===== config.mk =====
export PLATFORM = sky130hd
export DESIGN_NAME = trle_pixel_out_flat
export DESIGN_NICKNAME = d
export VERILOG_FILES = /design/src/hw/rtl/trle_pkg.sv /design/src/hw/rtl/trle_out_if.sv /design/src/hw/rtl/trle_pixel_out.sv /design/src/flat_wrapper.sv
export SDC_FILE = /design/constraint.sdc
export NUM_CORES = 1
export LEC_CHECK = 0
export BUFFER_PORTS_ARGS = -buffer_cell sky130_fd_sc_hd__buf_2
export CAP_MARGIN = 20
export CORE_MARGIN = 5
export CORE_UTILIZATION = 54
export CTS_BUF_LIST = sky130_fd_sc_hd__clkbuf_4 sky130_fd_sc_hd__clkbuf_8
export DETAILED_ROUTE_END_ITERATION = 10
export PLACE_DENSITY = 0.87
export SLEW_MARGIN = 20
export SYNTH_ARGS = -nofsm -noshare
export SYNTH_HDL_FRONTEND = slang
export SYNTH_SLANG_ARGS = --single-unit
export TNS_END_PERCENT = 50

===== constraint.sdc =====
create_clock -name clk -period 3.1 [get_ports clk]
set_input_delay 0.31 -clock clk [delete_from_list [all_inputs] [get_ports clk]]
set_output_delay 0.31 -clock clk [all_outputs]
set_load 0.01 [all_outputs]

===== src/hw/rtl/trle_pkg.sv =====
`timescale 1ns / 1ps
// ============================================================================
// TGA RLE pixel decoder package
// Shared codes, register indexes and the structs passed between modules.
// ============================================================================
package trle_pkg;

    localparam int CFG_INDEX_W = 4;
    localparam int CFG_DATA_W  = 16;

    // Configuration register indexes.
    localparam logic [CFG_INDEX_W-1:0] CFG_PIXEL_MODE   = 4'd0;
    localparam logic [CFG_INDEX_W-1:0] CFG_RLE_ENABLE   = 4'd1;
    localparam logic [CFG_INDEX_W-1:0] CFG_IMAGE_WIDTH  = 4'd2;
    localparam logic [CFG_INDEX_W-1:0] CFG_IMAGE_HEIGHT = 4'd3;

    // Pixel formats.
    localparam logic [1:0] MODE_PALETTE = 2'd0;
    localparam logic [1:0] MODE_BGR     = 2'd1;

    // Input item opcodes.
    localparam logic OP_DATA    = 1'b0;
    localparam logic OP_PALETTE = 1'b1;

    localparam logic [7:0] ALPHA_OPAQUE = 8'd255;

    typedef struct packed {
        logic [1:0]  pixel_mode;
        logic        rle_enable;
        logic [31:0] pixel_total;
    } trle_cfg_t;

    typedef struct packed {
        logic        wr_en;
        logic        rd_en;
        logic [7:0]  index;
        logic [23:0] color;
    } pal_req_t;

    typedef struct packed {
        logic        palette_pix;
        logic [7:0]  red;
        logic [7:0]  green;
        logic [7:0]  blue;
        logic [7:0]  alpha;
        logic [7:0]  color_index;
        logic [7:0]  repeat_count;
        logic        image_done;
    } pix_res_t;

    // Bytes per pixel for a format; the unused codes decode as BGRA.
    function automatic logic [2:0] bytes_per_pixel(input logic [1:0] mode);
        logic [2:0] n;
        unique case (mode)
            MODE_PALETTE: n = 3'd1;
            MODE_BGR:     n = 3'd3;
            default:      n = 3'd4;
        endcase
        return n;
    endfunction

endpackage


===== src/hw/rtl/trle_out_if.sv =====
`timescale 1ns / 1ps
// ============================================================================
// Pixel result channel
// One decoded RGBA pixel with repeat count and end-of-image flag per transfer.
// ============================================================================
interface trle_out_if;
    logic       valid;
    logic       ready;
    logic [7:0] red;
    logic [7:0] green;
    logic [7:0] blue;
    logic [7:0] alpha;
    logic [7:0] color_index;
    logic [7:0] repeat_count;
    logic       image_done;

    modport source (output valid, output red, output green, output blue, output alpha,
                    output color_index, output repeat_count, output image_done,
                    input ready);
    modport sink   (input valid, input red, input green, input blue, input alpha,
                    input color_index, input repeat_count, input image_done,
                    output ready);
endinterface


===== src/hw/rtl/trle_pixel_out.sv =====
`timescale 1ns / 1ps
// ============================================================================
// Pixel output stage
// Aligns results with the palette read and holds them in an output register.
// ============================================================================
module trle_pixel_out
(
    input  logic               clk,
    input  logic               rst_n,
    input  logic               res_valid,
    input  trle_pkg::pix_res_t res,
    input  logic [23:0]        pal_color,
    output logic               accept_ready,
    trle_out_if.source         pixels
);

    logic               s1_valid_reg, s1_valid_next;
    trle_pkg::pix_res_t s1_reg;
    logic               out_valid_reg, out_valid_next;
    trle_pkg::pix_res_t out_reg, out_next;
    logic               s1_adv;

    // The aligned stage moves on whenever the output register is free or
    // being emptied by a transfer in this cycle.
    assign s1_adv       = !out_valid_reg || pixels.ready;
    assign accept_ready = !s1_valid_reg || s1_adv;

    always_comb
    begin
        s1_valid_next  = accept_ready ? res_valid : s1_valid_reg;
        out_valid_next = s1_adv ? s1_valid_reg : out_valid_reg;
        out_next       = out_reg;
        if (s1_adv)
        begin
            out_next = s1_reg;
            // Palette pixels take their color from the read issued with the last byte.
            if (s1_reg.palette_pix)
            begin
                out_next.red   = pal_color[23:16];
                out_next.green = pal_color[15:8];
                out_next.blue  = pal_color[7:0];
            end
        end
    end

    always_ff @(posedge clk or negedge rst_n)
    begin
        if (!rst_n)
        begin
            s1_valid_reg  <= 1'b0;
            out_valid_reg <= 1'b0;
        end
        else
        begin
            s1_valid_reg  <= s1_valid_next;
            out_valid_reg <= out_valid_next;
        end
    end

    always_ff @(posedge clk)
    begin
        if (accept_ready)
        begin
            s1_reg <= res;
        end
        out_reg <= out_next;
    end

    assign pixels.valid        = out_valid_reg;
    assign pixels.red          = out_reg.red;
    assign pixels.green        = out_reg.green;
    assign pixels.blue         = out_reg.blue;
    assign pixels.alpha        = out_reg.alpha;
    assign pixels.color_index  = out_reg.color_index;
    assign pixels.repeat_count = out_reg.repeat_count;
    assign pixels.image_done   = out_reg.image_done;

endmodule


===== src/flat_wrapper.sv =====
// flat-port wrapper written by rule: the top's interface ports become plain ports
module trle_pixel_out_flat 
  (clk, rst_n, res_valid, res, pal_color, accept_ready, pixels_valid, pixels_red, pixels_green, pixels_blue, pixels_alpha, pixels_color_index, pixels_repeat_count, pixels_image_done, pixels_ready);
  trle_out_if pixels_i ();
  input  logic clk;
  input  logic rst_n;
  input  logic res_valid;
  input  trle_pkg::pix_res_t res;
  input  logic [23:0] pal_color;
  output logic accept_ready;
  output wire logic [$bits(pixels_i.valid)-1:0] pixels_valid;
  output wire logic [$bits(pixels_i.red)-1:0] pixels_red;
  output wire logic [$bits(pixels_i.green)-1:0] pixels_green;
  output wire logic [$bits(pixels_i.blue)-1:0] pixels_blue;
  output wire logic [$bits(pixels_i.alpha)-1:0] pixels_alpha;
  output wire logic [$bits(pixels_i.color_index)-1:0] pixels_color_index;
  output wire logic [$bits(pixels_i.repeat_count)-1:0] pixels_repeat_count;
  output wire logic [$bits(pixels_i.image_done)-1:0] pixels_image_done;
  input wire logic [$bits(pixels_i.ready)-1:0] pixels_ready;
  assign pixels_valid = pixels_i.valid;
  assign pixels_red = pixels_i.red;
  assign pixels_green = pixels_i.green;
  assign pixels_blue = pixels_i.blue;
  assign pixels_alpha = pixels_i.alpha;
  assign pixels_color_index = pixels_i.color_index;
  assign pixels_repeat_count = pixels_i.repeat_count;
  assign pixels_image_done = pixels_i.image_done;
  assign pixels_i.ready = pixels_ready;
  trle_pixel_out u_core (.clk(clk), .rst_n(rst_n), .res_valid(res_valid), .res(res), .pal_color(pal_color), .accept_ready(accept_ready), .pixels(pixels_i));
endmodule

==> After elaboration in Yosys (flattened, before gate mapping) <==
Cells that the tools add are included.
Widths: inputs -> output; s select.
{ "op_classes": {"reduce_logical": 4, "n_mux": 1} }
{ "op_table": {"columns": ["cell", "count"], "rows": [
  ["$mux 24", 1],
  ["$logic_not 1->1", 2],
  ["$logic_or 1x1->1", 2]
]} }
{ "word_totals": {"output_inout_bits": 51, "register_bits": 101, "wordCells": 22} }

==> Logic depth before layout (Yosys ltp) <==
Gate-level depths: netlist (run 1).
{ "logic_depth": {"ltp_word": 3, "depth_mapped": 3, "mapped_depth_nobuf": 3} }

==> Worst setup path before layout (run 1) <==
No wires, ideal clock.
{ "synth_timing": {"path_type": "reg-to-reg", "start": "register u_core.out_valid_reg (netlist: u_core.pixels.valid)", "end": "register u_core.s1_reg[0] (netlist name) (enable)", "n_path_buf": 0, "setup_ps": 619, "path_stages_with_launch": 3, "slack_ps": 998, "t_arrival_ps": 1483, "path_cell_list": "dfrtp_1 nor2b_1 nand2_1"} }
{ "synth_between": {"elab_chain_cells": 3} }
{ "synth_lines": {"columns": ["element", "line_no", "source"], "rows": [
  ["start: declaration", "trle_pixel_out.sv:19", "logic out_valid_reg, out_valid_next;"],
  ["start signal: assignment", "trle_pixel_out.sv:56", "out_valid_reg <= out_valid_next;"],
  ["$logic_not 1->1", "trle_pixel_out.sv:25", "assign s1_adv = !out_valid_reg || pixels.ready;"],
  ["$logic_or 1x1->1", "trle_pixel_out.sv:25", null],
  ["$logic_or 1x1->1", "trle_pixel_out.sv:26", "assign accept_ready = !s1_valid_reg || s1_adv;"],
  ["named net accept_ready", "flat_wrapper.sv:10", "output logic accept_ready;"],
  ["end signal: assignment", "trle_pixel_out.sv:64", "s1_reg <= res;"],
  ["end: declaration", "trle_pixel_out.sv:18", "trle_pkg::pix_res_t s1_reg;"]
]} }
The timed path passes the listed nets, and every way through them passes these cells.
A chain may end at the register's enable or synchronous reset.

==> Worst setup path in the final report (run 1) <==
{ "layout_timing": {"start": "register u_core.out_valid_reg (netlist: u_core.pixels.valid)", "end": "output accept_ready"} }
{ "layout_between": {"elab_chain_cells": 3} }
{ "layout_lines": {"columns": ["element", "line_no"], "rows": [
  ["$logic_not 1->1", "trle_pixel_out.sv:25"],
  ["$logic_or 1x1->1", "trle_pixel_out.sv:25"],
  ["$logic_or 1x1->1", "trle_pixel_out.sv:26"],
  ["end: declaration", "flat_wrapper.sv:10"]
]} }
Every way passes these cells.

==> metrics.csv, run 1 <==
stage,metric,value,unit
die,num_rows,29,
layout,largest_reg_flops,50,
sta,clock.fmax,0.528,GHz
place,gp_congestion,0.759,
hold_path,hp-start,res[17],
power_and_ir_drop,p_seq_frac,0.598,
power_and_ir_drop,comb_power_share,0.089,
sta,finalHoldViolations,0,
synth,ys_ff_latch,101,
worst_setup_path,cp-start-kind,flip-flop,
power_and_ir_drop,clkPwrFrac,0.313,
worst_setup_path,arrival,1590,ps
die,core,0.00628,mm^2
place,dp_hpwl,4.32,mm
routing,drt_pass1_iterations,4,
synth,netlist_instances,133,
grt,grt_usage,0.155,
clock_tree,htree_levels,3,
routing,via_per_inst,4.70,
sta,tns,0,ps
synth,syn_nets,211,
routing,antenna_left,0,
layout,area_delta_synth_final,27.0,%
synth,yosysUniqueCellTypes,11,
worst_setup_path,cp_max_fo,20,
power_and_ir_drop,p_int,2.25,mW
clock_tree,cts-root-buf,clkbuf_8,
sta,whs,127,ps
clock_tree,clock_latency,350,ps
die,io_pins,129,
grt,grt_pass1_vias,1876,
sta,worst_pin_slew,989,ps
worst_setup_path,r2r_end,u_core.pixels.blue[1],
hold_path,min_path_type,input pin to flip-flop,
layout,utilization,0.698,
worst_setup_path,end_kind,output pin,
sta,maxSlewViolCount,0,
outcome,status,finished clean,
synth,avgSynthCellArea,25.9,um^2
sta,max_slew_margin,0.340,
routing,post-route-drc-count,0,
routing,wire_per_inst,16.9,um
power_and_ir_drop,switching_share,0.200,
die,die_area,0.00808,mm^2
clock_tree,ctsLongestPathBuffers,2,
sta,rsz0062_at_grt,no,
worst_setup_path,r2r_cells,2,
die,start_util,0.549,
die,die_y,89.9,um
clock_tree,clk_pin_slew,80,ps
layout,num-nets-final,350,
sta,setup_viol,0,
synth,synth_area,0.00345,mm^2
run,drv_cap,0,
power_and_ir_drop,total_power,2.82,mW
die,die_x,89.9,um
grt,grt_pass1_wl,9.47,mm
clock_tree,cts_tree,done,
grt,overflow,0,
worst_setup_path,r2r_start,u_core.s1_reg[49],
routing,num_vias,1664,
power_and_ir_drop,ir_drop,0.473,mV
sta,finClkSkew,7.50,ps
synth,ys_warn_count,0,
layout,drive_above_1_share,0.621,
place,port_buffers,128,
sta,post-route-min-period,1900,ps
synth,ys_seq_area_frac,0.877,
clock_tree,cts_buffers,9,
grt,grt_max_degree,51,
sta,finalCritPeriodShare,0.611,
hold_path,min_to,u_core.s1_reg[17],
routing,drt-total-wl,5.98,mm
grt,antenna_found_initial,0,
clock_tree,clkSinkCount,101,
power_and_ir_drop,cellLeakagePower,1.84,nW
hold_path,worstHoldPathCells,1,
layout,diodes,0,
power_and_ir_drop,power_density,644,mW/mm^2
routing,first_iter_violations,98,
worst_setup_path,critPathKind,flip-flop to output pin,
worst_setup_path,rrSetupSlack,1320,ps
worst_setup_path,worstPathRequired,2790,ps
clock_tree,cts_resized,0,
power_and_ir_drop,power.net_switching,0.564,mW
## worst max-delay path, stage by stage (launching register included)
cell     delay, ps
dfrtp_1        340
nor2b_1        280
nand2_2        340
buf_2          270
## synthesized netlist by cell type
cell type,instances,area share
a21o_1,1,0.0022
buf_12,2,0.012
buf_6,1,0.0033
dfrtp_1,2,0.015
edfxtp_1,99,0.86
inv_1,1,0.0011
mux2_2,4,0.013
mux2_4,20,0.087
nand2_1,1,0.0011
nand2b_1,1,0.0018
nor2b_1,1,0.0018
## power by group through the flow
| stage | Clock [mW] | Combinational [mW] | Sequential, mW |
|---|---|---|---|
| after floorplan | 0 | 0.102 | 1.74 |
| after global placement | 0 | 0.250 | 1.71 |
| after detailed placement | 0 | 0.255 | 1.72 |
| after CTS | 0.894 | 0.256 | 1.69 |
| after global routing | 0.971 | 0.273 | 1.70 |
| final | 0.881 | 0.252 | 1.69 |
## how the worst max path moves through the flow
stage | from | endpoint | cells past startpoint
3_3_place_gp | u_core.s1_reg[49] | u_core.pixels.blue[1] | 2
6_report | u_core.pixels.valid | accept_ready | 3
4_1_cts | u_core.pixels.valid | accept_ready | 3
2_1_floorplan | u_core.pixels.valid | u_core.s1_reg[0] | 2
3_5_place_dp | u_core.s1_reg[49] | u_core.pixels.blue[0] | 2
5_1_grt | u_core.pixels.valid | accept_ready | 3
## stage by stage
stage	setup WS, ps	std cells	area, um^2
final	1200	354	4380
after global routing	1030	354	4380
after CTS	1150	354	4380
after detailed placement	1310	337	4150
after global placement	1350	337	4150
after floorplan	998	133	3450
## cells by family after synthesis
logic type	after synthesis	share of synthesized area
DFF	101	0.877
muxes	24	0.100
buffers and inverters	4	0.0160
and+or+nand+nor	3	0.00472
AOI/OAI and AO/OA	1	0.00218
## cell usage in the layout, fill, tap and decap left out, types with 2 or more instances in the layout
master	count
buf_2	128
edfxtp_1	99
mux2_4	20
clkbuf_8	9
mux2_2	4
clkbuf_4	3
bufinv_16	2
buf_4	2
dfrtp_1	2
## layout make-up
class                           count  area, um^2
Timing Repair Buffer              131         666
Clock buffer                       12         146
Inverter                            1        3.75
Sequential cell                   101        3020
Multi-Input combinational cell     28         372
Tap cell                           77        96.3
Clock inverter                      4        72.6
Fill cell                         424        1900
## routing by layer
metal | vias up | wire length [um] | GRT usage
met2 | 78 | 3000 | 0.246
met4 | 0 | 135 | 0.0695
met5 | - | 0 | 0
met3 | 14 | 623 | 0.0735
li1 | 803 | - | -
met1 | 769 | 2220 | 0.180
## repair_timing
item                                   CTS  global route
endpoints found under the hold margin    2             0
setup buffers                            0             0
hold buffers                             1             0
Power figures use the tool's default switching activity.
==> run 2, diff against run 1 <==
Settings changed: CORE_UTILIZATION 54 to 45, PLACE_DENSITY 0.87 to 0.77.
Clock period 3.1 ns to 1.55 ns, I/O delays scaled along.
==> run 2 against run 1 <==
  * Final cell count up 24%
  * Critical path depth rose by 1
  * Wire length up 28%
  * Clock-buffer cell count shrank 3
  * Register-to-register slack worse by 1200 ps
  * Utilization down 3.9 points
  * Critical endpoint unchanged
==> metrics.csv, run 2 (synthesis gave the netlist of run 1 again) <==
stage,metric,value,unit,change
sta,max_slew_margin,0.809,,+0.469
layout,area_delta_synth_final,45.4,%,
die,die_area,0.00951,mm^2,+18%
layout,final_common_cell,buf_2,,
layout,drive_above_1_share,0.536,,-0.0852
layout,diodes,0,,unchanged
layout,regArea,0.00302,mm^2,unchanged
clock_tree,htree_levels,3,,unchanged
power_and_ir_drop,power_density,1110,mW/mm^2,+73%
layout,largest_reg_flops,50,,unchanged
place,dp_hpwl,4.64,mm,+7.4%
routing,drt_pass1_iterations,4,,unchanged
place,gp_congestion,0.740,,-2.5%
routing,first_iter_violations,67,,-32%
grt,grt_pass1_wl,11.7,mm,+23%
layout,mostFrequentLayoutCells,"128 x buf_2, 99 x edfxtp_1, 52 x dlygate4sd3_1",,
routing,num_vias,1967,,+18%
place,dpl_cell_area,0.00426,mm^2,+2.7%
clock_tree,clk_pin_slew,100,ps,+20 ps
power_and_ir_drop,ir_drop,0.844,mV,+79%
die,die_x,97.5,um,+8.5%
place,dp_slack,230,ps,-1080 ps
routing,post-route-drc-count,0,,unchanged
place,port_buffers,128,,unchanged
sta,maxSlewViolCount,0,,unchanged
run,drv_cap,0,,unchanged
die,die_y,97.5,um,+8.5%
grt,overflow,0,,unchanged
sta,setup_viol,0,,unchanged
routing,drt-total-wl,7.65,mm,+28%
clock_tree,clkSinkCount,101,,unchanged
die,io_pins,129,,unchanged
sta,post-route-min-period,1470,ps,
worst_setup_path,arrival,1310,ps,-280 ps
clock_tree,ctsLongestPathBuffers,2,,unchanged
worst_setup_path,cp_max_fo,12,,-40%
layout,num-nets-final,409,,+17%
grt,grt_max_degree,29,,-43%
sta,worst_pin_slew,287,ps,-702 ps
die,core,0.00761,mm^2,+21%
grt,grt_pass1_vias,2150,,+15%
sta,finalCritPeriodShare,0.947,,
worst_setup_path,critPathKind,flip-flop to output pin,,
sta,whs,97.3,ps,-30.2 ps
power_and_ir_drop,total_power,5.57,mW,+98%
sta,finClkSkew,9.33,ps,+1.83 ps
die,num_rows,32,,+10%
layout,fin_area,0.00501,mm^2,+14%
power_and_ir_drop,cellLeakagePower,2.11,nW,+14%
routing,wire_per_inst,17.5,um,+3.3%
layout,utilization,0.659,,-0.0386
sta,setup_ws,82.5,ps,-1120 ps
worst_setup_path,cp-start-kind,flip-flop,,
routing,antenna_left,0,,unchanged
clock_tree,cts_buffers,9,,unchanged
grt,antenna_found_initial,1,,+1
routing,via_per_inst,4.49,,-4.5%
layout,multi_input_area,384,um^2,+3.4%
worst_setup_path,worstPathRequired,1390,ps,-1400 ps
clock_tree,clock_latency,350,ps,about the same
clock_tree,cts-root-buf,clkbuf_8,,
sta,clock.fmax,0.681,GHz,
grt,grt_usage,0.166,,+0.0102
worst_setup_path,end_kind,output pin,,
sta,finalHoldViolations,0,,unchanged
clock_tree,cts_tree,done,,
outcome,status,finished clean,,
hold_path,min_path_type,input pin to flip-flop,,
layout,nFillCells,511,,+21%
die,start_util,0.453,,-0.0960
-- run 2: cell count changes in the layout (fill, tap and decap cells not counted), moves of 2 or more --
cell	before	now
buf_12	0	3
buf_4	2	6
bufinv_16	2	0
clkbuf_4	3	0
dlygate4sd3_1	1	52
inv_6	0	2
inv_8	0	2
-- run 2: critical path, cell delays in order, from the launching register on --
cell     delay, ps
dfrtp_1        380
nor2b_4        210
nand2_4         80
buf_12         160
buf_2          140
-- run 2: through the flow --
stage	cells	setup TNS [ps]
floorplan	133	-8180
global placement	366	0
detailed placement	366	0
CTS	434	0
global route	438	-12.3
finish	438	0
-- run 2: per-layer routing --
metal / vias to the layer above / routed length [um] / GRT usage
met5: - / 7 / 0
met4: 2 / 215 / 0.0596
met3: 18 / 639 / 0.0718
met2: 87 / 4050 / 0.283
met1: 937 / 2730 / 0.184
li1: 923 / - / -
-- run 2: layout make-up --
type                       instances  share of cell area
clock inverter                     7              0.0112
clock buffer                       9              0.0247
inverter                           1             0.00150
multi-input combinational         28              0.0766
tap                              102              0.0255
timing repair buffer             190               0.258
sequential                       101               0.603
-- run 2: worst paths after layout --
kind | slack, ps | startpoint | to | cells after the start
max reg2reg | 160 | u_core.pixels.valid | u_core.pixels.repeat_count[7] | 4
min reg2reg | 430 | u_core.s1_reg[8] | u_core.pixels.repeat_count[7] | 0
min | 100 | pal_color[1] | u_core.pixels.blue[1] | 2
min in group asynchronous | 110 | rst_n | u_core.s1_valid_reg | 2
max | 80 | u_core.pixels.valid | accept_ready | 4
max in group asynchronous | 1330 | rst_n | u_core.pixels.valid | 2
-- run 2: power breakdown --
group,internal [mW],switching [mW]
Sequential,3.29,0.0675
Combinational,0.382,0.304
Clock,0.610,0.920
-- run 2: repair_timing --
| item | in CTS | in global routing |
|---|---|---|
| endpoints found under the hold margin | 53 | 0 |
| resized for setup | 0 | 1 |
| endpoints found under the setup margin | 0 | 1 |
| hold buffers | 52 | 0 |
| setup buffers | 0 | 3 |
