**src/hw/rtl/trle_pkg.sv**
```systemverilog
`timescale 1ns / 1ps
// ============================================================================
// TGA RLE pixel decoder package
// Shared codes, register indexes and the structs passed between modules.
// ============================================================================
package trle_pkg;

    localparam int CFG_INDEX_W = 4;
    localparam int CFG_DATA_W  = 16;

    // Configuration register indexes.
    localparam logic [CFG_INDEX_W-1:0] CFG_PIXEL_MODE   = 4'd0;
    localparam logic [CFG_INDEX_W-1:0] CFG_RLE_ENABLE   = 4'd1;
    localparam logic [CFG_INDEX_W-1:0] CFG_IMAGE_WIDTH  = 4'd2;
    localparam logic [CFG_INDEX_W-1:0] CFG_IMAGE_HEIGHT = 4'd3;

    // Pixel formats.
    localparam logic [1:0] MODE_PALETTE = 2'd0;
    localparam logic [1:0] MODE_BGR     = 2'd1;

    // Input item opcodes.
    localparam logic OP_DATA    = 1'b0;
    localparam logic OP_PALETTE = 1'b1;

    localparam logic [7:0] ALPHA_OPAQUE = 8'd255;

    typedef struct packed {
        logic [1:0]  pixel_mode;
        logic        rle_enable;
        logic [31:0] pixel_total;
    } trle_cfg_t;

    typedef struct packed {
        logic        wr_en;
        logic        rd_en;
        logic [7:0]  index;
        logic [23:0] color;
    } pal_req_t;

    typedef struct packed {
        logic        palette_pix;
        logic [7:0]  red;
        logic [7:0]  green;
        logic [7:0]  blue;
        logic [7:0]  alpha;
        logic [7:0]  color_index;
        logic [7:0]  repeat_count;
        logic        image_done;
    } pix_res_t;

    // Bytes per pixel for a format; the unused codes decode as BGRA.
    function automatic logic [2:0] bytes_per_pixel(input logic [1:0] mode);
        logic [2:0] n;
        unique case (mode)
            MODE_PALETTE: n = 3'd1;
            MODE_BGR:     n = 3'd3;
            default:      n = 3'd4;
        endcase
        return n;
    endfunction

endpackage

```
**src/hw/rtl/trle_cfg_if.sv**
```systemverilog
`timescale 1ns / 1ps
// ============================================================================
// Configuration write channel
// Register index and write data with a valid/ready handshake.
// ============================================================================
interface trle_cfg_if;
    logic                             valid;
    logic                             ready;
    logic [trle_pkg::CFG_INDEX_W-1:0] index;
    logic [trle_pkg::CFG_DATA_W-1:0]  data;

    modport source (output valid, output index, output data, input ready);
    modport sink   (input valid, input index, input data, output ready);
endinterface

```
**src/hw/rtl/trle_cfg_regs.sv**
```systemverilog
`timescale 1ns / 1ps
// ============================================================================
// Configuration registers
// Holds format, RLE enable and image size, and keeps the pixel total width * height.
// ============================================================================
module trle_cfg_regs
(
    input  logic                clk,
    input  logic                rst_n,
    trle_cfg_if.sink            cfg,
    output trle_pkg::trle_cfg_t cfg_state
);

    logic [1:0]  mode_reg,  mode_next;
    logic        rle_reg,   rle_next;
    logic [15:0] width_reg, width_next;
    logic [15:0] height_reg, height_next;
    logic [31:0] total_reg, total_next;
    logic [15:0] mul_a;
    logic [15:0] mul_b;

    assign cfg.ready = 1'b1;

    // The total is updated on the same edge as the size register, so it is
    // always consistent with width and height.
    always_comb
    begin
        mode_next   = mode_reg;
        rle_next    = rle_reg;
        width_next  = width_reg;
        height_next = height_reg;
        mul_a       = width_reg;
        mul_b       = height_reg;
        if (cfg.valid)
        begin
            unique case (cfg.index)
                trle_pkg::CFG_PIXEL_MODE:   mode_next = cfg.data[1:0];
                trle_pkg::CFG_RLE_ENABLE:   rle_next  = cfg.data[0];
                trle_pkg::CFG_IMAGE_WIDTH:
                begin
                    width_next = cfg.data;
                    mul_a      = cfg.data;
                end
                trle_pkg::CFG_IMAGE_HEIGHT:
                begin
                    height_next = cfg.data;
                    mul_b       = cfg.data;
                end
                default: ;
            endcase
        end
        total_next = 32'(mul_a) * 32'(mul_b);
    end

    always_ff @(posedge clk or negedge rst_n)
    begin
        if (!rst_n)
        begin
            mode_reg   <= trle_pkg::MODE_BGR;
            rle_reg    <= 1'b0;
            width_reg  <= '0;
            height_reg <= '0;
            total_reg  <= '0;
        end
        else
        begin
            mode_reg   <= mode_next;
            rle_reg    <= rle_next;
            width_reg  <= width_next;
            height_reg <= height_next;
            total_reg  <= total_next;
        end
    end

    assign cfg_state.pixel_mode  = mode_reg;
    assign cfg_state.rle_enable  = rle_reg;
    assign cfg_state.pixel_total = total_reg;

endmodule

```
**src/flat_wrapper.sv**
```systemverilog
// flat-port wrapper written by rule: the top's interface ports become plain ports
module trle_cfg_regs_flat 
  (clk, rst_n, cfg_state, cfg_valid, cfg_index, cfg_data, cfg_ready);
  trle_cfg_if cfg_i ();
  input  logic clk;
  input  logic rst_n;
  output trle_pkg::trle_cfg_t cfg_state;
  input wire logic [$bits(cfg_i.valid)-1:0] cfg_valid;
  input wire logic [$bits(cfg_i.index)-1:0] cfg_index;
  input wire logic [$bits(cfg_i.data)-1:0] cfg_data;
  output wire logic [$bits(cfg_i.ready)-1:0] cfg_ready;
  assign cfg_i.valid = cfg_valid;
  assign cfg_i.index = cfg_index;
  assign cfg_i.data = cfg_data;
  assign cfg_ready = cfg_i.ready;
  trle_cfg_regs u_core (.clk(clk), .rst_n(rst_n), .cfg(cfg_i), .cfg_state(cfg_state));
endmodule
```
**config.mk**
```make
export PLATFORM = sky130hd
export DESIGN_NAME = trle_cfg_regs_flat
export DESIGN_NICKNAME = d
export VERILOG_FILES = /design/src/hw/rtl/trle_pkg.sv /design/src/hw/rtl/trle_cfg_if.sv /design/src/hw/rtl/trle_cfg_regs.sv /design/src/flat_wrapper.sv
export SDC_FILE = /design/constraint.sdc
export NUM_CORES = 1
export LEC_CHECK = 0
export BUFFER_PORTS_ARGS = -buffer_cell sky130_fd_sc_hd__buf_2
export CAP_MARGIN = 20
export CORE_UTILIZATION = 45
export DETAILED_ROUTE_END_ITERATION = 10
export HOLD_SLACK_MARGIN = 0.15
export SYNTH_ARGS = -nofsm -noshare
export SYNTH_HDL_FRONTEND = slang
export SYNTH_SLANG_ARGS = --single-unit
```
**constraint.sdc**
```tcl
create_clock -name clk -period 8.14 [get_ports clk]
set_clock_uncertainty 0.05 [all_clocks]
set_input_delay 0.814 -clock clk [delete_from_list [all_inputs] [get_ports clk]]
set_output_delay 0.814 -clock clk [all_outputs]
set_load 0.03 [all_outputs]
```
# After elaboration in Yosys (flattened, before gate mapping)
# Cells that the tools add are included.
totals:
  romBits: 0
  elab_cells: 16
  latch_bits: 0
  inputBits: 23
  mem_bits_rw: 0
  output_inout_bits: 36
  regBits: 67
  mem_count: 0
op_classes:
  n_mux: 4
  n_div: 0
  eq_ne: 3
  bitwise: 0
  n_lt_le_gt_ge: 0
  shifts: 0
  multipliers: 1
  addsub: 0
  reduce_logical: 3
ops:
  columns: ["operator", "count"]
  rows:
  - ["16-bit 2-to-1 mux", 4]
  - ["16-bit by 16-bit multiplier with 32-bit output", 1]
  - ["4-bit by 2-bit == test with 1-bit output (second input constant)", 2]
  - ["4-bit by 1-bit == test with 1-bit output (second input constant)", 1]
  - ["4-bit logical NOT", 1]
  - ["2-bit AND reduction", 2]

# Longest topological paths before layout
# Gate-level depths: netlist of the first run.
logic_depth:
  ltp_word: 4
  depth_mapped: 27
  depth_no_buf: 24

# Worst setup path after synthesis of the first run
# Ideal clock, no wire load.
synth_path:
  path_kind: "in2reg"
  start: "input port cfg_index[3]"
  end: "register u_core.total_reg[30]"
  setup_time_ns: 0.080
  path_buffers: 2
  cell_stages: 24
  t_required_ns: 8.010
  setup_slack_ns: 0.586
  arrival_ns: 7.424
  path_cell_list: "nor2_1 > nand3_1 > nor2_2 > buf_2 > mux2i_1 > clkinv_1 > nand2_1 > fa_1 > fa_1 > inv_1 > fa_1 > fa_1 > fa_1 > inv_1 > fa_1 > inv_1 > ha_1 > clkbuf_1 > a21o_1 > o21bai_1 > a211o_1 > a221o_1 > a211oi_1 > xnor2_1"
synth_between:
  elab_chain_len: 4
  elab_cells_between_ends: 7
  cone_classes: "1 x mul; 2 x eq/ne; 4 x mux"
synth_rtl:
  columns: ["element", "line_no", "rtl"]
  rows:
  - ["from (decl)", "flat_wrapper.sv:9", "input wire logic [$bits(cfg_i.index)-1:0] cfg_index;"]
  - ["4-bit by 2-bit == test with 1-bit output", "trle_cfg_regs.sv:36", "unique case (cfg.index)"]
  - ["16-bit 2-to-1 mux", "trle_cfg_regs.sv:36", null]
  - ["16-bit 2-to-1 mux", "trle_cfg_regs.sv:34", "if (cfg.valid)"]
  - ["net u_core.mul_a[14]", "trle_cfg_regs.sv:19", "logic [15:0] mul_a;"]
  - ["16-bit by 16-bit multiplier with 32-bit output", "trle_cfg_regs.sv:52", "total_next = 32'(mul_a) * 32'(mul_b);"]
  - ["net u_core.total_next[30]", "trle_cfg_regs.sv:18", "logic [31:0] total_reg, total_next;"]
  - ["to (signal assigned)", "trle_cfg_regs.sv:71", "total_reg <= total_next;"]
  - ["to (decl)", "trle_cfg_regs.sv:18", null]
# The timed path passes the listed nets, and every way through them passes these cells.
# A chain may end at the register's enable or synchronous reset.

# Final worst setup path of the first run
layout_path:
  start: "input port cfg_index[3]"
  end: "register u_core.total_reg[30]"
layout_between:
  elab_chain_len: 4
  elab_cells_between_ends: 7
  cone_classes: "1 x mul; 2 x eq/ne; 4 x mux"
layout_rtl:
  columns: ["element", "line_no"]
  rows:
  - ["4-bit by 2-bit == test with 1-bit output", "trle_cfg_regs.sv:36"]
  - ["16-bit 2-to-1 mux", "trle_cfg_regs.sv:36"]
  - ["16-bit 2-to-1 mux", "trle_cfg_regs.sv:34"]
  - ["16-bit by 16-bit multiplier with 32-bit output *", "trle_cfg_regs.sv:52"]
  - ["net u_core.total_next[30]", "trle_cfg_regs.sv:18"]
# Mark *: on every way through the listed nets, which the timed path passes. The rest lies on a longest branch.

==> results.sh, run 1 <==
export IMPL_synthTopCellsByCount="inv_1, fa_1, nand2_1"
export IMPL_cts_setup_buffers=0
export IMPL_synth_area_um2=10600
export IMPL_maxSlewHeadroom=0.362
export IMPL_path_common_cell="fa_1"
export IMPL_initial_utilization=0.464
export IMPL_rsz0062_at_grt="no"
export IMPL_met3_usage=0.0409
export IMPL_grt_max_degree=68
export IMPL_synth_most_common_cell="inv_1"
export IMPL_ant_nets=0
export IMPL_initialDrtViolationCount=523
export IMPL_syn_to_final_growth_pct=11.4
export IMPL_ys_types=56
export IMPL_rows=55
export IMPL_cap_violations=0
export IMPL_crit_arrival_ps=7440
export IMPL_fin_crit_ps=7250
export IMPL_seq_area_frac_synth=0.158
export IMPL_antenna_found_initial=0
export IMPL_busiest_layer="met2"
export IMPL_hold_class="reg2reg"
export IMPL_startpoint_type="primary input"
export IMPL_die_area_um2=24200
export IMPL_vias=8188
export IMPL_core_area_um2=22800
export IMPL_fp_dieH_um=156
export IMPL_clk_path_buf_depth=2
export IMPL_cts_resized=0
export IMPL_synth_top_cell_area_share=0.366
export IMPL_tightest_slew_ps=958
export IMPL_use_met2=0.404
export IMPL_final_seq_area_um2=1680
export IMPL_cp_slowest_cell="a2111oi_0"
export IMPL_first_global_vias=8450
export IMPL_async_flop_share=1.00
export IMPL_synth_edf_count=0
export IMPL_cts_root_buf="clkbuf_16"
export IMPL_yosys_register_bits=67
export IMPL_hpwl_mm=23.7
export IMPL_cts_tree="yes"
export IMPL_numCtsBuffers=9
export IMPL_dr_pass1_iters=5
export IMPL_grt_pass1_wl_mm=47.1
export IMPL_syn_inst=1151
export IMPL_yosys_warnings=0
export IMPL_netlist_top_cells_area="fa_1, dfrtp_1, ha_1"
export IMPL_clk_latency_ps=360
export IMPL_path_clk_slew_ps=60
export IMPL_avgSynthCellArea_um2=9.21
export IMPL_grt_ovfl_total=0
export IMPL_fmax_ghz=0.138
export IMPL_setup_tns_ps=0
export IMPL_n_fill_cell=2201
export IMPL_max_stage_delay_ps=620
export IMPL_path_max_fanout=16
export IMPL_synth_fp_nets=1472
export IMPL_hold_viol=0
export IMPL_drc=0
export IMPL_final_nets=1553
export IMPL_n_antenna_cell=0
export IMPL_cp_end_kind="flip-flop"
export IMPL_place_gp_congestion=0.928
export IMPL_ys_flop_type="dfrtp_1"
export IMPL_yosysTopAreaCell="fa_1"
export IMPL_wl_mm=28.9
export IMPL_met1_usage=0.372
export IMPL_status="complete, no violations"
export IMPL_final_layout_size_suffix_gt1_frac=0.112
export IMPL_fp_dieW_um=156
export IMPL_h_tree_depth=3
export IMPL_drt_wirelength_per_cell_um=18.6
export IMPL_largest_reg_flops=32
export IMPL_fin_crit_sh=0.891
export IMPL_path_cells="buf_2 -> nor2_1 -> nand4_2 -> buf_4 -> mux2i_1 -> inv_1 -> nand2_1 -> fa_1 -> fa_1 -> fa_1 -> fa_1 -> inv_1 -> fa_1 -> inv_1 -> fa_1 -> inv_1 -> ha_1 -> and3_1 -> nand4_1 -> o21bai_1 -> a2111oi_0 -> a211oi_1 -> xnor2_1"
export IMPL_path_class="in2reg"
export IMPL_port_buffers=57
export IMPL_setup_viol=0
export IMPL_grt_total_usage=0.262
export IMPL_vias_per_cell=5.28
export IMPL_io_pins=59
export IMPL_multi_input_area_um2=7760
export IMPL_hold_buffers=0
export IMPL_cp_data_required_time_ps=8330
export IMPL_cts_sinks=67
export IMPL_drv_slew=0
-- stage by stage --
step / util / worst slack, ps / hold slack, ps / area (um^2) / std cells
2_1_floorplan: - / 586 / 431 / 10600 / 1151
3_3_place_gp: 0.504 / 510 / 435 / 11500 / 1534
3_5_place_dp: 0.504 / 500 / 441 / 11500 / 1534
4_1_cts: 0.517 / 875 / 455 / 11800 / 1550
5_1_grt: 0.517 / 409 / 473 / 11800 / 1550
6_report: 0.517 / 887 / 452 / 11800 / 1550
-- cells by family (layout without fill, tap and decap cells) --
logic type               Yosys count  in the layout  share of synthesized area
AND/OR/NAND/NOR                  323            323                      0.124
other                              1              1                   0.000354
XOR/XNOR                          28             28                     0.0231
multiplexers                      35             35                     0.0334
flip-flops                        67             67                      0.158
buffers and inverters            306            392                      0.110
AO/OA/AOI/OAI                     93             93                     0.0614
adder cells (fa/ha/maj)          298            298                      0.489
-- worst max-delay path, delay by kind of cell --
family | cells | cell delay (ps)
and+or+nand+nor | 5 | 910
adders and majority gates | 7 | 3320
AOI/OAI and AO/OA | 3 | 960
xor gates and xnor gates | 1 | 150
muxes | 1 | 430
buffers and inverters | 6 | 850
-- path summary, 6_finish.rpt --
path	from	end	slack [ps]	cells after the start
worst min-delay path	u_core.mode_reg[1]	u_core.mode_reg[1]	450	1
worst min register to register	u_core.mode_reg[1]	u_core.mode_reg[1]	450	1
max in group asynchronous	rst_n	u_core.total_reg[15]	6760	2
worst max register to register	u_core.height_reg[9]	u_core.total_reg[30]	1700	20
min in group asynchronous	rst_n	u_core.total_reg[5]	610	2
worst max-delay path	cfg_index[3]	u_core.total_reg[30]	890	23
-- per-layer routing --
metal | vias up | wire length [um]
met3 | 58 | 1950
met4 | 0 | 971
met2 | 290 | 13200
li1 | 3643 | -
met1 | 4197 | 12700
met5 | - | 0
-- final cells by class --
cell class                      instances  area share
Inverter                              270      0.0858
Clock buffer                            9      0.0191
Multi-Input combinational cell        778       0.657
Sequential cell                        67       0.142
Timing Repair Buffer                  106      0.0563
Tap cell                              313      0.0332
Clock inverter                          7     0.00699
-- cell usage in the layout (no fill, tap or decap), types with 2 or more instances in the layout --
| cell type | n |
|---|---|
| a211oi_1 | 6 |
| a21o_1 | 9 |
| a21oi_1 | 31 |
| a221o_1 | 3 |
| a221oi_1 | 2 |
| and2_1 | 5 |
| and3_1 | 5 |
| buf_2 | 57 |
| buf_4 | 48 |
| clkbuf_16 | 9 |
| clkinv_1 | 10 |
| clkinvlp_4 | 2 |
| dfrtp_1 | 66 |
| fa_1 | 194 |
| ha_1 | 104 |
| inv_1 | 260 |
| inv_6 | 3 |
| mux2_2 | 3 |
| mux2i_1 | 32 |
| nand2_1 | 150 |
| nand2b_1 | 2 |
| nand3_1 | 10 |
| nand4_1 | 6 |
| nor2_1 | 132 |
| nor3_1 | 2 |
| nor4_1 | 2 |
| o211ai_1 | 4 |
| o21a_1 | 5 |
| o21ai_0 | 11 |
| o21ba_2 | 2 |
| o21bai_1 | 7 |
| xnor2_1 | 21 |
| xor2_1 | 7 |
Power of run 1 is left out: the tool's default activity adds up to more than one toggle a clock period on the data nets, which glitch-free logic cannot reach.
==> inputs of run 2 (changes only) <==
--- a/config.mk
+++ b/config.mk
@@ -5,6 +5,7 @@
 export SDC_FILE = /design/constraint.sdc
 export NUM_CORES = 1
 export LEC_CHECK = 0
+export ABC_AREA = 1
 export BUFFER_PORTS_ARGS = -buffer_cell sky130_fd_sc_hd__buf_2
 export CAP_MARGIN = 20
 export CORE_UTILIZATION = 45
==> run 2 against run 1 <==
  * Worst hold slack got worse by 25 ps
  * Cell area increased by 4.7%
  * Fmax increased by 0.66%
  * Via count up 7.5%
  * Non-clock buffer count decreased by 41
  * Count of clock-buffer cells in the layout stayed put
  * Routed wire length grew 5.2%
  * Critical endpoint is now u_core.total_reg[23]
  * First-iteration DRC count grew 23%
  * Global-route usage shrank 0.77 points
  * Sequential cell count unchanged
==> results.sh, run 2 <==
export IMPL_h_tree_depth=3
export IMPL_mostFrequentLayoutCells="inv_1, nand2_1, fa_1, nor2_1, ha_1"
export IMPL_yosysTopAreaCell="fa_1"
export IMPL_seq_area_frac_synth=0.146
export IMPL_drc=0
export IMPL_synth_top_family_by_area="adder cells"
export IMPL_core_area_um2=25100
export IMPL_synth_top_cell_area_share=0.338
export IMPL_synthTopCellsByCount="inv_1, nand2_1, fa_1"
export IMPL_largest_reg_flops=32
export IMPL_path_max_fanout=32
export IMPL_final_core_util=0.493
export IMPL_synth_area_mux_share=0.000981
export IMPL_crit_arrival_ps=7390
export IMPL_io_pins=59
export IMPL_tightest_slew_ps=932
export IMPL_initialDrtViolationCount=641
export IMPL_grt_max_degree=68
export IMPL_synth_area_um2=11500
export IMPL_use_met2=0.385
export IMPL_hpwl_mm=25.2
export IMPL_cp_data_required_time_ps=8320
export IMPL_path_clk_slew_ps=70
export IMPL_synth_compound_area_frac=0.0446
export IMPL_port_buffers=57
export IMPL_cap_violations=0
export IMPL_holdPathStages=2
export IMPL_path_class="in2reg"
export IMPL_final_nets=1802
export IMPL_cts_tree="yes"
export IMPL_n_fill_cell=2495
export IMPL_die_area_um2=26200
export IMPL_hold_class="reg2reg"
export IMPL_ys_types=31
export IMPL_clk_latency_ps=350
export IMPL_final_common_cell="inv_1"
export IMPL_synth_most_common_cell="inv_1"
export IMPL_synth_edf_count=0
export IMPL_met3_usage=0.0490
export IMPL_ant_nets=0
export IMPL_grt_pass1_wl_mm=50.1
export IMPL_grt_total_usage=0.254
export IMPL_vias=8803
export IMPL_setup_viol=0
export IMPL_fin_crit_sh=0.885
export IMPL_cp_end_kind="flip-flop"
export IMPL_final_layout_size_suffix_gt1_frac=0.0855
export IMPL_hold_viol=0
export IMPL_cts_root_buf="clkbuf_16"
export IMPL_fmax_ghz=0.139
export IMPL_async_flop_share=1.00
export IMPL_dp_cells=1800
export IMPL_synth_fp_nets=1756
export IMPL_yosys_warnings=0
export IMPL_rsz0062_at_grt="no"
export IMPL_startpoint_type="primary input"
export IMPL_final_cells=1816
export IMPL_maxSlewHeadroom=0.378
export IMPL_first_global_vias=9148
export IMPL_synth_simple_gate_area_frac=0.198
export IMPL_drt_wirelength_per_cell_um=16.7
export IMPL_wl_mm=30.4
export IMPL_antenna_found_initial=0
export IMPL_fp_dieH_um=162
export IMPL_synth_fa_ha_area_frac=0.452
export IMPL_avgSynthCellArea_um2=8.00
export IMPL_n_antenna_cell=0
export IMPL_met1_usage=0.360
export IMPL_busiest_layer="met2"
export IMPL_rows=58
export IMPL_synth_xor_area_frac=0.0137
export IMPL_finalWorstSetupSlack_ps=935
export IMPL_yosys_register_bits=67
export IMPL_fin_crit_ps=7210
export IMPL_initial_utilization=0.457
export IMPL_grt_ovfl_total=0
export IMPL_ys_flop_type="dfrtp_1"
export IMPL_status="complete, no violations"
export IMPL_cts_setup_buffers=0
export IMPL_rrSetupSlack_ps=1920
export IMPL_clk_path_buf_depth=2
export IMPL_place_gp_congestion=0.958
export IMPL_numCtsBuffers=9
export IMPL_rr_worst_depth=24
export IMPL_drv_slew=0
export IMPL_syn_to_final_growth_pct=7.74
export IMPL_vias_per_cell=4.85
export IMPL_hold_buffers=0
export IMPL_fp_dieW_um=162
export IMPL_dr_pass1_iters=5
export IMPL_cts_resized=0
export IMPL_cts_sinks=67
export IMPL_place_ws_ps=600
export IMPL_setup_tns_ps=0
export IMPL_syn_inst=1435
export IMPL_netlist_top_cells_area="fa_1, dfrtp_1, inv_1"
## run 2: changes by cell type after synthesis, moves of 12 or more
cell	before	now
inv_1	260	377
a21oi_1	31	18
nand3_1	10	35
nand2_1	150	374
xnor2_1	21	3
o21ai_2	0	12
clkbuf_1	22	0
o21ai_4	0	17
mux2i_1	32	0
nor2_1	132	157
## run 2: cell type report
type	instances	area, um^2	share of cell area
Tap cell	330	413	0.0334
Timing Repair Buffer	65	348	0.0281
Inverter	388	1470	0.119
Multi-Input combinational cell	950	8140	0.658
Clock buffer	9	225	0.0182
Clock inverter	7	98.8	0.00799
Sequential cell	67	1680	0.136
## run 2: worst max-delay path, cell delays in order
cell and delay (ps):
buf_2 110, nor2_4 180, nand3_4 440, nand2_1 210, o21ai_2 150, inv_1 510, nand2_1 160, fa_1 560
inv_1 60, fa_1 500, inv_1 60, fa_1 530, inv_1 50, fa_1 510, fa_1 510, inv_1 50
fa_1 470, inv_1 40, ha_1 350, nand2_1 130, nor2_1 320, nand3_1 130, nand3_1 260, nand2_1 110
nand3_1 80, nand2_1 80
## run 2: path summary, 6_finish.rpt
kind / startpoint / endpoint
min in group asynchronous: rst_n / u_core.total_reg[1]
setup reg to reg: u_core.height_reg[8] / u_core.total_reg[23]
max in group asynchronous: rst_n / u_core.total_reg[19]
hold / removal: u_core.rle_reg / u_core.rle_reg
setup / recovery: cfg_index[3] / u_core.total_reg[23]
hold reg to reg: u_core.rle_reg / u_core.rle_reg
## run 2: layer usage
layer | routed length [um] | part of all wire
met1 | 13900 | 0.46
met2 | 13300 | 0.44
met3 | 2280 | 0.075
met4 | 983 | 0.032
met5 | 0 | 0
## run 2: cells by family after synthesis
family,count (synthesis)
flops,67
xor+xnor,18
compound gates,54
buf+inv,418
mux,1
other cells,1
fa+ha+maj,298
simple gates,578
## run 2: through the flow
stage,hold WS [ps],area [um^2]
after floorplan,404,11500
after global placement,414,12000
after CTS,434,12400
after detailed placement,419,12000
after global routing,458,12400
final,427,12400
Power of run 2 is left out for the same reason.
